### src/hdl/sps_pkg.sv
`timescale 1ns / 1ps

package sps_pkg;

    // Default list capacity, and the width of the count fields.
    localparam int MAX_TERMS_DEF = 32;
    localparam int CNT_W         = 6;

    // Field widths of the streams.
    localparam int COEF_W  = 16;
    localparam int EXP_W   = 16;
    localparam int RCOEF_W = 17;
    localparam int TCNT_W  = 7;
    localparam int TERM_W  = COEF_W + EXP_W;
    localparam int S_DATA_W = 32;
    localparam int M_DATA_W = 48;

    // Operation codes carried on the input tuser.
    typedef enum logic [1:0] {
        OP_LOAD_A = 2'd0,
        OP_LOAD_B = 2'd1,
        OP_SUB    = 2'd2,
        OP_NONE   = 2'd3
    } op_t;

    // Subtract request handed from the front end to the merge engine.
    typedef struct packed {
        logic [CNT_W-1:0] count_a;
        logic [CNT_W-1:0] count_b;
        logic             dropped;
    } cmd_t;

endpackage

### src/hdl/sps_ram.sv
`timescale 1ns / 1ps

module sps_ram #(
    parameter int WIDTH = 32,
    parameter int DEPTH = 32,
    localparam int AW = (DEPTH > 1) ? $clog2(DEPTH) : 1
) (
    input  logic                  clk,
    input  logic                  wr_en,
    input  logic [AW-1:0]         wr_addr,
    input  logic [WIDTH-1:0]      wr_data,
    input  logic [AW-1:0]         rd_addr,
    output logic [WIDTH-1:0]      rd_data
);
    logic [WIDTH-1:0] mem [DEPTH];
    logic [WIDTH-1:0] rd_data_reg;

    // One write port, one registered read port.
    always_ff @(posedge clk) begin
        if (wr_en) begin
            mem[wr_addr] <= wr_data;
        end
        rd_data_reg <= mem[rd_addr];
    end

    assign rd_data = rd_data_reg;

endmodule

### src/hdl/sps_front.sv
`timescale 1ns / 1ps

module sps_front #(
    parameter int MAX_TERMS = sps_pkg::MAX_TERMS_DEF,
    localparam int AW = (MAX_TERMS > 1) ? $clog2(MAX_TERMS) : 1
) (
    input  logic                        aclk,
    input  logic                        aresetn,
    input  logic                        accept,
    input  logic [1:0]                  operation,
    input  logic [sps_pkg::COEF_W-1:0]  coefficient,
    input  logic [sps_pkg::EXP_W-1:0]   exponent,
    output logic                        a_wr_en,
    output logic                        b_wr_en,
    output logic [AW-1:0]               a_wr_addr,
    output logic [AW-1:0]               b_wr_addr,
    output logic [sps_pkg::TERM_W-1:0]  wr_term,
    output logic                        cmd_push,
    output sps_pkg::cmd_t               cmd
);
    localparam logic [sps_pkg::CNT_W-1:0] CAP = sps_pkg::CNT_W'(MAX_TERMS);

    logic [sps_pkg::CNT_W-1:0] count_a_reg, count_a_next;
    logic [sps_pkg::CNT_W-1:0] count_b_reg, count_b_next;
    logic                      dropped_reg, dropped_next;
    sps_pkg::op_t              op;

    assign op        = sps_pkg::op_t'(operation);
    assign a_wr_addr = count_a_reg[AW-1:0];
    assign b_wr_addr = count_b_reg[AW-1:0];
    assign wr_term   = {exponent, coefficient};
    assign cmd       = '{count_a: count_a_reg, count_b: count_b_reg, dropped: dropped_reg};

    // Classify each accepted request: store a term, or hand off a subtract.
    always_comb begin
        count_a_next = count_a_reg;
        count_b_next = count_b_reg;
        dropped_next = dropped_reg;
        a_wr_en      = 1'b0;
        b_wr_en      = 1'b0;
        cmd_push     = 1'b0;
        if (accept) begin
            case (op)
                sps_pkg::OP_LOAD_A: begin
                    if (count_a_reg < CAP) begin
                        a_wr_en      = 1'b1;
                        count_a_next = count_a_reg + 1'b1;
                    end else begin
                        dropped_next = 1'b1;
                    end
                end
                sps_pkg::OP_LOAD_B: begin
                    if (count_b_reg < CAP) begin
                        b_wr_en      = 1'b1;
                        count_b_next = count_b_reg + 1'b1;
                    end else begin
                        dropped_next = 1'b1;
                    end
                end
                sps_pkg::OP_SUB: begin
                    cmd_push     = 1'b1;
                    count_a_next = '0;
                    count_b_next = '0;
                    dropped_next = 1'b0;
                end
                default: begin
                end
            endcase
        end
    end

    always_ff @(posedge aclk) begin
        if (!aresetn) begin
            count_a_reg <= '0;
            count_b_reg <= '0;
            dropped_reg <= 1'b0;
        end else begin
            count_a_reg <= count_a_next;
            count_b_reg <= count_b_next;
            dropped_reg <= dropped_next;
        end
    end

endmodule

### src/hdl/sps_cmd_fifo.sv
`timescale 1ns / 1ps

module sps_cmd_fifo (
    input  logic          aclk,
    input  logic          aresetn,
    input  logic          push,
    input  sps_pkg::cmd_t push_cmd,
    input  logic          pop,
    output sps_pkg::cmd_t pop_cmd,
    output logic          empty
);
    sps_pkg::cmd_t entry_reg [2];
    logic          wr_ptr_reg, wr_ptr_next;
    logic          rd_ptr_reg, rd_ptr_next;
    logic [1:0]    fill_reg, fill_next;
    logic          do_push;
    logic          do_pop;

    assign empty   = (fill_reg == 2'd0);
    assign do_push = push && (fill_reg != 2'd2);
    assign do_pop  = pop && !empty;
    assign pop_cmd = entry_reg[rd_ptr_reg];

    // Pointer and fill bookkeeping for a two-entry queue.
    always_comb begin
        wr_ptr_next = wr_ptr_reg ^ do_push;
        rd_ptr_next = rd_ptr_reg ^ do_pop;
        fill_next   = fill_reg;
        if (do_push && !do_pop) begin
            fill_next = fill_reg + 2'd1;
        end else if (do_pop && !do_push) begin
            fill_next = fill_reg - 2'd1;
        end
    end

    always_ff @(posedge aclk) begin
        if (do_push) begin
            entry_reg[wr_ptr_reg] <= push_cmd;
        end
    end

    always_ff @(posedge aclk) begin
        if (!aresetn) begin
            wr_ptr_reg <= 1'b0;
            rd_ptr_reg <= 1'b0;
            fill_reg   <= 2'd0;
        end else begin
            wr_ptr_reg <= wr_ptr_next;
            rd_ptr_reg <= rd_ptr_next;
            fill_reg   <= fill_next;
        end
    end

endmodule

### src/hdl/sps_back.sv
`timescale 1ns / 1ps

module sps_back #(
    parameter int MAX_TERMS = sps_pkg::MAX_TERMS_DEF,
    localparam int AW = (MAX_TERMS > 1) ? $clog2(MAX_TERMS) : 1
) (
    input  logic                        aclk,
    input  logic                        aresetn,
    input  logic                        cmd_avail,
    input  sps_pkg::cmd_t               cmd,
    output logic                        cmd_pop,
    output logic                        idle,
    output logic [AW-1:0]               a_rd_addr,
    output logic [AW-1:0]               b_rd_addr,
    input  logic [sps_pkg::TERM_W-1:0]  a_rd_term,
    input  logic [sps_pkg::TERM_W-1:0]  b_rd_term,
    output logic                        out_valid,
    input  logic                        out_ready,
    output logic [sps_pkg::RCOEF_W-1:0] out_coef,
    output logic [sps_pkg::EXP_W-1:0]   out_exp,
    output logic                        out_term_valid,
    output logic                        out_last,
    output logic [sps_pkg::TCNT_W-1:0]  out_count,
    output logic                        out_overflow
);
    localparam int CW  = sps_pkg::COEF_W;
    localparam int EW  = sps_pkg::EXP_W;
    localparam int RW  = sps_pkg::RCOEF_W;
    localparam int NW  = sps_pkg::TCNT_W;
    localparam int KW  = sps_pkg::CNT_W;

    typedef enum logic [2:0] {
        ST_IDLE = 3'b001,
        ST_READ = 3'b010,
        ST_EVAL = 3'b100
    } state_t;

    state_t          state_reg, state_next;
    logic [KW-1:0]   ca_reg, ca_next, cb_reg, cb_next;
    logic [KW-1:0]   i_reg, i_next, j_reg, j_next;
    logic            drop_reg, drop_next;
    logic [NW-1:0]   n_reg, n_next;
    logic            hold_valid_reg, hold_valid_next;
    logic [RW-1:0]   hold_coef_reg, hold_coef_next;
    logic [EW-1:0]   hold_exp_reg, hold_exp_next;
    logic [NW-1:0]   hold_cnt_reg, hold_cnt_next;

    logic            out_valid_reg, out_valid_next;
    logic [RW-1:0]   out_coef_reg, out_coef_next;
    logic [EW-1:0]   out_exp_reg, out_exp_next;
    logic            out_tv_reg, out_tv_next;
    logic            out_last_reg, out_last_next;
    logic [NW-1:0]   out_cnt_reg, out_cnt_next;
    logic            out_ovf_reg, out_ovf_next;

    logic signed [CW-1:0] a_coef, b_coef;
    logic signed [EW-1:0] a_exp, b_exp;
    logic                 a_more, b_more, take_a, take_b;
    logic signed [RW-1:0] diff;
    logic [EW-1:0]        diff_exp;
    logic                 out_free;

    assign a_coef    = a_rd_term[CW-1:0];
    assign a_exp     = a_rd_term[sps_pkg::TERM_W-1:CW];
    assign b_coef    = b_rd_term[CW-1:0];
    assign b_exp     = b_rd_term[sps_pkg::TERM_W-1:CW];
    assign a_rd_addr = i_reg[AW-1:0];
    assign b_rd_addr = j_reg[AW-1:0];
    assign idle      = (state_reg == ST_IDLE);
    assign out_free  = !out_valid_reg || out_ready;

    // Pick the head with the lower exponent, or both on a tie.
    always_comb begin
        a_more = (i_reg < ca_reg);
        b_more = (j_reg < cb_reg);
        take_a = !b_more || (a_more && (a_exp < b_exp));
        take_b = !take_a && (!a_more || (a_exp > b_exp));
        if (take_a) begin
            diff = RW'(a_coef);
        end else if (take_b) begin
            diff = -RW'(b_coef);
        end else begin
            diff = RW'(a_coef) - RW'(b_coef);
        end
        diff_exp = take_b ? b_exp : a_exp;
    end

    // Merge sequencer. A nonzero term waits in the hold register until the
    // next one is found, so that the final term can carry the last flag.
    always_comb begin
        state_next      = state_reg;
        ca_next         = ca_reg;
        cb_next         = cb_reg;
        i_next          = i_reg;
        j_next          = j_reg;
        drop_next       = drop_reg;
        n_next          = n_reg;
        hold_valid_next = hold_valid_reg;
        hold_coef_next  = hold_coef_reg;
        hold_exp_next   = hold_exp_reg;
        hold_cnt_next   = hold_cnt_reg;
        out_valid_next  = out_valid_reg && !out_ready;
        out_coef_next   = out_coef_reg;
        out_exp_next    = out_exp_reg;
        out_tv_next     = out_tv_reg;
        out_last_next   = out_last_reg;
        out_cnt_next    = out_cnt_reg;
        out_ovf_next    = out_ovf_reg;
        cmd_pop         = 1'b0;
        case (state_reg)
            ST_IDLE: begin
                if (cmd_avail) begin
                    cmd_pop         = 1'b1;
                    ca_next         = cmd.count_a;
                    cb_next         = cmd.count_b;
                    drop_next       = cmd.dropped;
                    i_next          = '0;
                    j_next          = '0;
                    n_next          = '0;
                    hold_valid_next = 1'b0;
                    state_next      = ST_READ;
                end
            end
            ST_READ: begin
                state_next = ST_EVAL;
            end
            ST_EVAL: begin
                if (a_more || b_more) begin
                    if (!((diff != '0) && hold_valid_reg) || out_free) begin
                        if (!take_b) begin
                            i_next = i_reg + 1'b1;
                        end
                        if (!take_a) begin
                            j_next = j_reg + 1'b1;
                        end
                        if (diff != '0) begin
                            if (hold_valid_reg) begin
                                out_valid_next = 1'b1;
                                out_coef_next  = hold_coef_reg;
                                out_exp_next   = hold_exp_reg;
                                out_tv_next    = 1'b1;
                                out_last_next  = 1'b0;
                                out_cnt_next   = hold_cnt_reg;
                                out_ovf_next   = drop_reg;
                            end
                            hold_valid_next = 1'b1;
                            hold_coef_next  = diff;
                            hold_exp_next   = diff_exp;
                            hold_cnt_next   = n_reg + 1'b1;
                            n_next          = n_reg + 1'b1;
                        end
                        state_next = ST_READ;
                    end
                end else if (out_free) begin
                    // Both lists consumed: release the held term or an empty item.
                    out_valid_next  = 1'b1;
                    out_coef_next   = hold_valid_reg ? hold_coef_reg : '0;
                    out_exp_next    = hold_valid_reg ? hold_exp_reg : '0;
                    out_tv_next     = hold_valid_reg;
                    out_last_next   = 1'b1;
                    out_cnt_next    = hold_valid_reg ? hold_cnt_reg : '0;
                    out_ovf_next    = drop_reg;
                    hold_valid_next = 1'b0;
                    state_next      = ST_IDLE;
                end
            end
            default: begin
                state_next = ST_IDLE;
            end
        endcase
    end

    always_ff @(posedge aclk) begin
        ca_reg        <= ca_next;
        cb_reg        <= cb_next;
        i_reg         <= i_next;
        j_reg         <= j_next;
        drop_reg      <= drop_next;
        n_reg         <= n_next;
        hold_coef_reg <= hold_coef_next;
        hold_exp_reg  <= hold_exp_next;
        hold_cnt_reg  <= hold_cnt_next;
        out_coef_reg  <= out_coef_next;
        out_exp_reg   <= out_exp_next;
        out_tv_reg    <= out_tv_next;
        out_last_reg  <= out_last_next;
        out_cnt_reg   <= out_cnt_next;
        out_ovf_reg   <= out_ovf_next;
    end

    always_ff @(posedge aclk) begin
        if (!aresetn) begin
            state_reg      <= ST_IDLE;
            hold_valid_reg <= 1'b0;
            out_valid_reg  <= 1'b0;
        end else begin
            state_reg      <= state_next;
            hold_valid_reg <= hold_valid_next;
            out_valid_reg  <= out_valid_next;
        end
    end

    assign out_valid      = out_valid_reg;
    assign out_coef       = out_coef_reg;
    assign out_exp        = out_exp_reg;
    assign out_term_valid = out_tv_reg;
    assign out_last       = out_last_reg;
    assign out_count      = out_cnt_reg;
    assign out_overflow   = out_ovf_reg;

endmodule

### src/hdl/sparse_polynomial_subtract_unit.sv
`timescale 1ns / 1ps

// Sparse polynomial subtractor. Load requests store (coefficient, exponent)
// terms into list A or list B, one request per cycle while s_tready is high,
// up to MAX_TERMS per list; further loads are dropped and reported on the
// overflow bit of the next subtract's results. A subtract request merges both
// lists by rising exponent and streams A - B, one nonzero term per result, with
// a running term count and tlast on the final result; an all-zero difference
// yields a single result with tuser low. Each merge step passes through a read
// state, for the registered read of the two term RAMs, then the compare, and
// consumes one term from each list on equal exponents or one term otherwise;
// an output stall holds the compare. While a subtract is running, s_tready
// stays low; both lists and the overflow flag are empty afterwards.
module sparse_polynomial_subtract_unit #(
    parameter int MAX_TERMS = sps_pkg::MAX_TERMS_DEF
) (
    input  logic                          aclk,
    input  logic                          aresetn,
    input  logic                          s_tvalid,
    output logic                          s_tready,
    // s_tdata: coefficient [15:0], exponent [31:16]
    input  logic [sps_pkg::S_DATA_W-1:0]  s_tdata,
    // s_tuser: operation [1:0]
    input  logic [1:0]                    s_tuser,
    output logic                          m_tvalid,
    input  logic                          m_tready,
    // m_tdata: result_coefficient [16:0], result_exponent [32:17],
    //          term_count [39:33], overflow [40], zero fill [47:41]
    output logic [sps_pkg::M_DATA_W-1:0]  m_tdata,
    // m_tuser: term_valid [0]
    output logic [0:0]                    m_tuser,
    output logic                          m_tlast
);
    localparam int AW = (MAX_TERMS > 1) ? $clog2(MAX_TERMS) : 1;
    localparam int PAD_W = sps_pkg::M_DATA_W - sps_pkg::RCOEF_W - sps_pkg::EXP_W
                           - sps_pkg::TCNT_W - 1;

    logic                          accept;
    logic                          a_wr_en, b_wr_en;
    logic [AW-1:0]                 a_wr_addr, b_wr_addr, a_rd_addr, b_rd_addr;
    logic [sps_pkg::TERM_W-1:0]    wr_term, a_rd_term, b_rd_term;
    logic                          cmd_push, cmd_pop, cmd_empty, back_idle;
    sps_pkg::cmd_t                 push_cmd, pop_cmd;
    logic [sps_pkg::RCOEF_W-1:0]   out_coef;
    logic [sps_pkg::EXP_W-1:0]     out_exp;
    logic [sps_pkg::TCNT_W-1:0]    out_count;
    logic                          out_term_valid, out_overflow;

    // Loads wait until the merge engine has finished reading the lists.
    assign s_tready = cmd_empty && back_idle;
    assign accept   = s_tvalid && s_tready;

    sps_front #(.MAX_TERMS(MAX_TERMS)) u_front (
        .aclk        (aclk),
        .aresetn     (aresetn),
        .accept      (accept),
        .operation   (s_tuser),
        .coefficient (s_tdata[sps_pkg::COEF_W-1:0]),
        .exponent    (s_tdata[sps_pkg::TERM_W-1:sps_pkg::COEF_W]),
        .a_wr_en     (a_wr_en),
        .b_wr_en     (b_wr_en),
        .a_wr_addr   (a_wr_addr),
        .b_wr_addr   (b_wr_addr),
        .wr_term     (wr_term),
        .cmd_push    (cmd_push),
        .cmd         (push_cmd)
    );

    sps_ram #(.WIDTH(sps_pkg::TERM_W), .DEPTH(MAX_TERMS)) u_ram_a (
        .clk     (aclk),
        .wr_en   (a_wr_en),
        .wr_addr (a_wr_addr),
        .wr_data (wr_term),
        .rd_addr (a_rd_addr),
        .rd_data (a_rd_term)
    );

    sps_ram #(.WIDTH(sps_pkg::TERM_W), .DEPTH(MAX_TERMS)) u_ram_b (
        .clk     (aclk),
        .wr_en   (b_wr_en),
        .wr_addr (b_wr_addr),
        .wr_data (wr_term),
        .rd_addr (b_rd_addr),
        .rd_data (b_rd_term)
    );

    sps_cmd_fifo u_cmd_fifo (
        .aclk     (aclk),
        .aresetn  (aresetn),
        .push     (cmd_push),
        .push_cmd (push_cmd),
        .pop      (cmd_pop),
        .pop_cmd  (pop_cmd),
        .empty    (cmd_empty)
    );

    sps_back #(.MAX_TERMS(MAX_TERMS)) u_back (
        .aclk           (aclk),
        .aresetn        (aresetn),
        .cmd_avail      (!cmd_empty),
        .cmd            (pop_cmd),
        .cmd_pop        (cmd_pop),
        .idle           (back_idle),
        .a_rd_addr      (a_rd_addr),
        .b_rd_addr      (b_rd_addr),
        .a_rd_term      (a_rd_term),
        .b_rd_term      (b_rd_term),
        .out_valid      (m_tvalid),
        .out_ready      (m_tready),
        .out_coef       (out_coef),
        .out_exp        (out_exp),
        .out_term_valid (out_term_valid),
        .out_last       (m_tlast),
        .out_count      (out_count),
        .out_overflow   (out_overflow)
    );

    // Result packing.
    assign m_tdata    = {{PAD_W{1'b0}}, out_overflow, out_count, out_exp, out_coef};
    assign m_tuser[0] = out_term_valid;

endmodule
### config.mk
export PLATFORM = sky130hd
export DESIGN_NAME = sparse_polynomial_subtract_unit
export DESIGN_NICKNAME = d
export VERILOG_FILES = /design/src/hdl/sps_pkg.sv /design/src/hdl/sps_ram.sv /design/src/hdl/sps_front.sv /design/src/hdl/sps_cmd_fifo.sv /design/src/hdl/sps_back.sv /design/src/hdl/sparse_polynomial_subtract_unit.sv
export SDC_FILE = /design/constraint.sdc
export NUM_CORES = 2
export LEC_CHECK = 0
export BUFFER_PORTS_ARGS = -buffer_cell sky130_fd_sc_hd__buf_4
export CAP_MARGIN = 15
export CELL_PAD_IN_SITES_DETAIL_PLACEMENT = 1
export CELL_PAD_IN_SITES_GLOBAL_PLACEMENT = 2
export CORE_AREA = 3 3 423 425
export DETAILED_ROUTE_END_ITERATION = 10
export DIE_AREA = 0 0 426 428
export PLACE_DENSITY_LB_ADDON = 0.05
export SYNTH_ARGS = -nofsm -noshare
export SYNTH_HDL_FRONTEND = slang
export SYNTH_SLANG_ARGS = --single-unit
### constraint.sdc
create_clock -name aclk -period 7.39 [get_ports aclk]
set_input_delay 0.3695 -clock aclk [delete_from_list [all_inputs] [get_ports aclk]]
set_output_delay 0.3695 -clock aclk [all_outputs]
set_load 0.01 [all_outputs]
* Yosys cells after proc, flatten, opt, wreduce, memory -nomap -nowiden
Memory sizes are Yosys's and may differ from the RTL's. A register that Yosys moved wholly into a read port is not among the register bits. Index checks and enable logic that the tools add are counted.
Cells by class: add/subtract/negate cells 9, magnitude comparators 6, eq/ne operators 22, multiplexer cells 92, bitwise logic cells 3, reduce and logical (&&, ||, !) cells 44
Operators with widths (number):
- 17-bit two-way mux | 8
- 16-bit two-way mux | 7
- 7-bit two-way mux | 10
- 6-bit two-way mux | 9
- 6-bit one-hot mux with 2 select lines | 4
- 1-bit two-way mux | 44
- 5-bit AND reduction | 5
- 6-bit by 1-bit adder with 6-bit output (second input constant) | 4
- 16-bit negator with 17-bit output | 1
- 17-bit nonzero test | 1
- 16-bit by 16-bit subtractor with 17-bit output | 1
- 16-bit greater-than comparator | 1
- 16-bit less-than comparator | 1
- 2-bit inequality test (second input constant) | 8
- 7-bit one-hot mux with 2 select lines | 1
- 6-bit less-than comparator | 2
- 6-bit less-than comparator (second input constant) | 2
- 3-bit two-way mux | 4
- 2-bit by 1-bit inequality test with 1-bit output (second input constant) | 6
- 1-bit logical AND | 10
- 2-bit nonzero test | 5
- 1-bit logical NOT | 9
- 3-bit one-hot mux with 3 select lines | 1
- 3-bit AND reduction | 3
- other kinds (20) | 29
Storage, ports and cells: bits in registers 124, bits in writable memories 2074, input port bits 38, logic and storage cells 200, memories 3
Memories:
- u_ram_a.mem | depth 32, width 32, rd ports 1, clocked after Yosys merged registers in 1, write ports 1, line sps_ram.sv:15 | logic [WIDTH-1:0] mem [DEPTH];
- u_ram_b.mem | depth 32, width 32, rd ports 1, clocked after Yosys merged registers in 1, write ports 1, line sps_ram.sv:15
- u_cmd_fifo.entry_reg | depth 2, width 13, rd ports 1, clocked after Yosys merged registers in 1, write ports 1, line sps_cmd_fifo.sv:12 | sps_pkg::cmd_t entry_reg [2];

* Longest topological paths before layout
depth in word-level cells 14, depth in mapped cells 14, mapped depth without buffers 14

* Cells and area by module
Synthesis repeated with hierarchy kept, for this count alone.
Unflattened totals: cell total of the unflattened synthesis 5382, area, all modules 90279.1 um2
By module, submodules not included:
- sps_ram (u_ram_a) | times used 1, cells an instance 2260, area an instance 40496.3 um2, seq. area each 31390.1 um2
- sps_ram (u_ram_b) | times used 1, cells an instance 2260, area an instance 40492.6 um2, seq. area each 31390.1 um2
- sps_back | times used 1, cells an instance 662, area an instance 7019.2 um2, seq. area each 3553.4 um2
- sps_cmd_fifo | times used 1, cells an instance 63, area an instance 1163.6 um2, seq. area each 880.8 um2
- sps_front | times used 1, cells an instance 125, area an instance 1026.0 um2, seq. area each 260.2 um2
- sparse_polynomial_subtract_unit | times used 1, cells an instance 12, area an instance 81.3 um2, seq. area each 0.0 um2

* Worst setup path after synthesis
OpenSTA, ideal clock, no wires.
kind register -> register, start register u_ram_b.rd_data_reg[31], in the netlist u_ram_b.rd_data[31], read port of u_ram_b.mem, end register u_back.hold_cnt_reg[0] (enable), library setup time 0.487 ns, arrival time 5.335 ns, data required time 6.903 ns, slack 1.568 ns, cell stages (with the launch flop) 12, buffers on the path 0, clock period less this slack 5.822 ns, cells stage by stage dfxtp_1 -> inv_1 -> ha_1 -> nand4_2 -> nor4_1 -> o211ai_1 -> or4_1 -> a31o_2 -> nand4_1 -> nor4_4 -> nand2b_1 -> nor3_1
On the way: longest elaborated chain between the ends 12, elaborated cells on any way between the ends 14
Ends and longest elaborated chain:
- start, declared | line sps_ram.sv:16 | logic [WIDTH-1:0] rd_data_reg;
- 16-bit less-than comparator | line sps_back.sv:76 | take_a = !b_more || (a_more && (a_exp < b_exp));
- 1-bit logical AND | line sps_back.sv:76
- 1-bit logical OR | line sps_back.sv:76
- 1-bit logical NOT | line sps_back.sv:77 | take_b = !take_a && (!a_more || (a_exp > b_exp));
- 1-bit logical AND | line sps_back.sv:77
- 17-bit two-way mux | line sps_back.sv:80 | end else if (take_b) begin
- 17-bit two-way mux * | line sps_back.sv:78 | if (take_a) begin
- 17-bit nonzero test * | line sps_back.sv:129, sps_back.sv:136
- 1-bit logical AND | line sps_back.sv:129 | if (!((diff != '0) && hold_valid_reg) || out_free) begin
- 1-bit logical NOT | line sps_back.sv:129
- 1-bit logical OR | line sps_back.sv:129
- 4-bit AND reduction (no source line) *
- end signal, assigned | line sps_back.sv:182 | hold_cnt_reg <= hold_cnt_next;
- end, declared | line sps_back.sv:46 | logic [NW-1:0] hold_cnt_reg, hold_cnt_next;
Every way passes the cells marked *; elsewhere a longest branch is shown, timed or not. A chain may end at the register's enable or synchronous reset.

* Worst setup path in the final report
start register u_back.j_reg[2], end register u_back.j_reg[5] (enable)
On the way: longest elaborated chain between the ends 13, elaborated cells on any way between the ends 16
Ends and longest elaborated chain:
- start, declared | line sps_back.sv:40 | logic [KW-1:0] i_reg, i_next, j_reg, j_next;
- start signal, assigned | line sps_back.sv:177 | j_reg <= j_next;
- 6-bit less-than comparator * | line sps_back.sv:75 | b_more = (j_reg < cb_reg);
- 1-bit logical NOT * | line sps_back.sv:76
- 1-bit logical OR * | line sps_back.sv:76
- 1-bit logical NOT | line sps_back.sv:77
- 1-bit logical AND | line sps_back.sv:77
- 17-bit two-way mux | line sps_back.sv:80
- 17-bit two-way mux * | line sps_back.sv:78
- via u_back.diff[11] | line sps_back.sv:59 | logic signed [RW-1:0] diff;
- 17-bit nonzero test * | line sps_back.sv:129
- 1-bit logical AND * | line sps_back.sv:129
- 1-bit logical NOT * | line sps_back.sv:129
- 1-bit logical OR * | line sps_back.sv:129
- 2-bit by 1-bit inequality test with 1-bit output (no source line) *
- 5-bit AND reduction (no source line) *
The timed path passes the listed nets; every way through them passes the cells marked *.

==> summary.txt <==
Status
  • Status: finished clean

Clock network
  • H-Tree Depth: 4
  • Clock network latency to the later pin of the worst-skew pair: 840 ps
  • # resized after CTS: 0
  • Clock slew at reported path FFs: 60 ps
  • # clock sinks: 2275
  • Post-CTS Setup Bufs: 0
  • Hold buffer count at cts: 5
  • Deepest clock path buffer count: 3
  • CTS tree: done
  • Num CTS Buffers: 225
  • Root buffer cell: clkbuf_16

Yosys
  • Yosys reg bits: 2275
  • Avg Synthesized Cell Area: 22.7 um2
  • Top FF cell, synth: edfxtp_1
  • Post-synthesis cell count: 3867
  • Ys async rst share: 0%
  • Area leader, netlist: edfxtp_1
  • Synth cell types: 73
  • Post-synth top cells: edfxtp_1 (2189), mux4_2 (640), nor2_1 (129), clkbuf_1 (119), dfxtp_1 (86)
  • Largest family of logic cells by synthesized area: multiplexers
  • Share of the yosys chip area belonging to registers: 76.9%
  • YS warnings: 0
  • Compound-gate portion of the synthesized area: 1.10%
  • Syn Std Cell Area: 87800 um2
  • Share of the synthesized area in the top cell type: 74.9%
  • Post-Synth XOR/XNOR Area: 0.419%
  • Multiplexer share of the synthesized area: 17.5%
  • Synth area leaders: edfxtp_1 (75%), mux4_2 (16%), dfxtp_1 (2.0%), mux2_2 (1.0%), ha_1 (0.81%)
  • Synth Area in Simple Gates: 2.17%
  • EDFF count, synth: 2189
  • Most frequent cell after synthesis: edfxtp_1
  • Post-Synth Adder-Cell Area: 0.835%

Route
  • DR pass1 iterations: 5
  • Average wire per standard cell: 36.2 um
  • DRT Wirelength: 240 mm
  • Drt via density: 6.27
  • First DRT Iteration DRCs: 4732
  • Via count: 41624
  • Post-DRT Antenna Nets: 0
  • DRC Markers: 0

Placed design
  • GP Congestion: 0.858
  • Dpl cell area: 91900 um2
  • Post-DP HPWL: 143 mm
  • Port Buffers: 82

Floorplan
  • Starting Density: 49.9%
  • IO Pins: 90
  • Die area: 182000 um2
  • Placeable Area: 176000 um2
  • Die Ht: 428 um
  • Chip Width: 426 um
  • Rows: 154

Critical path
  • Reg2Reg Depth: 10
  • Worst r2r src: u_back.j_reg[2]
  • Crit Reg-Reg Endpoint: u_back.j_reg[5]
  • Crit path max fanout: 12
  • Setup crit end kind: register
  • Worst setup endpoint: u_back.j_reg[5]
  • Crit path from: u_back.j_reg[2]
  • CP arrival: 5350 ps
  • Critical path class: reg2reg
  • Crit path launch type: register
  • Critical Path RT: 7850 ps
  • R2R Setup Slk: 2500 ps

GRT
  • Vias in the first global route: 43830
  • Gr ovfl total: 0
  • First-pass GRT wire length: 341 mm
  • Antenna violations before repair: 18
  • Largest net degree at the start of global routing: 156
  • GRT Util Overall: 26.7%

Finish
  • Final Cell Area: 99200 um2
  • Layout cells sized above 1: 30.6%
  • Nets: 4191
  • Largest regs: u_ram_a.mem: 1024 flops, u_ram_b.mem: 1024 flops
  • Area grow syn2layout: 13.1%

Timing
  • Hold_ws: 63.1 ps
  • FMAX: 0.205 GHz
  • Setup Viol. Count Final: 0
  • TNS Setup: 0 ps
  • Final Critical Period: 4890 ps
  • Setup Skew: 23.0 ps
  • Final max-slew violation count: 0
  • RSZ-0062 raised after global routing: false
  • Final hold vios: 0
  • Slew @ Worst Pin: 1400 ps
  • Relative slew slack: 6.76%
  • Tcrit/Tclk final: 66.1%

Flow run
  • Max-cap violations: 0

Power and ir drop
  • Worst vdd ir: 354 uV
  • Leakage: 31.0 nW
  • Pwr/cell area: 375 nW/um2

Worst hold path
  • Worst hold path class: in2reg
-- through the flow --
| stage | total power [mW] | setup WS (ps) | std cells | utilization [%] |
|---|---|---|---|---|
| finish | 37.2 | 2500 | 6642 | 56.5 |
| global route | 38.7 | 2200 | 6635 | 56.5 |
| CTS | 37.6 | 2410 | 6631 | 56.4 |
| detailed placement | 26.3 | 2460 | 6200 | 52.3 |
| global placement | 26.2 | 2520 | 6200 | 52.3 |
| floorplan | 22.4 | 1570 | 3873 | - |
-- metal layers --
metal	wire, um	part of all wire [%]	up-vias	track usage [%]
met5	13	0.0054	-	0
met4	5420	2.3	2	6.30
met3	12600	5.2	319	3.37
met2	122000	51	1491	44.3
met1	101000	42	23090	38.2
li1	-	-	16722	-
-- worst min path at each step --
stage	to	startpoint	cells past startpoint	slack, ps
after CTS	u_front.count_a_reg[2]	s_tuser[0]	5	20
final	u_ram_b.mem[19][2]	s_tdata[2]	1	60
after global routing	u_ram_b.mem[18][2]	s_tdata[2]	1	60
after detailed placement	u_cmd_fifo.entry_reg[0][0]	u_front.dropped_reg	0	490
after floorplan	u_back.out_overflow	u_back.drop_reg	0	400
after global placement	u_cmd_fifo.entry_reg[0][0]	u_front.dropped_reg	0	470
-- logic make-up after synthesis --
kind of cell	after synthesis
DFF	2275
muxes	724
and+or+nand+nor	379
buffers and inverters	247
AOI/OAI and AO/OA	141
adders and majority gates	58
xor gates and xnor gates	42
other	1
-- area by class of cell --
class                   count  area, um2
inverters                  58        218
diodes                      8       20.0
multi-input cells        1351      19900
clock inverters           143       1250
clock buffers             283       6010
well taps                2340       2930
repair buffers            184       1480
fillers                 14578      76500
flip-flops and latches   2275      67500
-- layout by cell type (no fill, tap or decap), types with 8 or more instances in the layout --
cell and instances:
a21o_1 8, nor2b_1 49, clkbuf_8 10, clkinv_2 49
nor2_4 65, nor4_1 8, clkbuf_1 45, o21ai_0 35
mux4_2 640, and2_1 14, buf_4 171, ha_1 57
dfxtp_1 86, o21a_1 9, clkinv_1 50, xnor2_1 27
inv_6 9, xor2_1 15, clkbuf_16 228, nor2_1 64
edfxtp_1 2189, inv_1 58, or3_1 12, nand3_1 24
a21oi_1 28, mux2_2 81, bufinv_16 19, nand4_1 14
diode_2 8, nand2_1 73, nand2b_1 12
-- worst max-delay path, cell delays in order (launching register included) --
cell	delay (ps)
edfxtp_1	1000
ha_1	380
a211oi_1	230
o31a_1	430
o31a_1	520
mux2_4	360
a211o_1	260
nor4_4	410
or2_1	200
a21oi_1	80
nor2_1	630
-- where the power goes --
part / leakage, nW / switching (mW) / internal, mW
logic: 7.04 / 6.14 / 4.83
clock network: 3.57 / 4.84 / 6.41
registers: 20.4 / 0.342 / 14.7
Power figures use the tool's default switching activity.
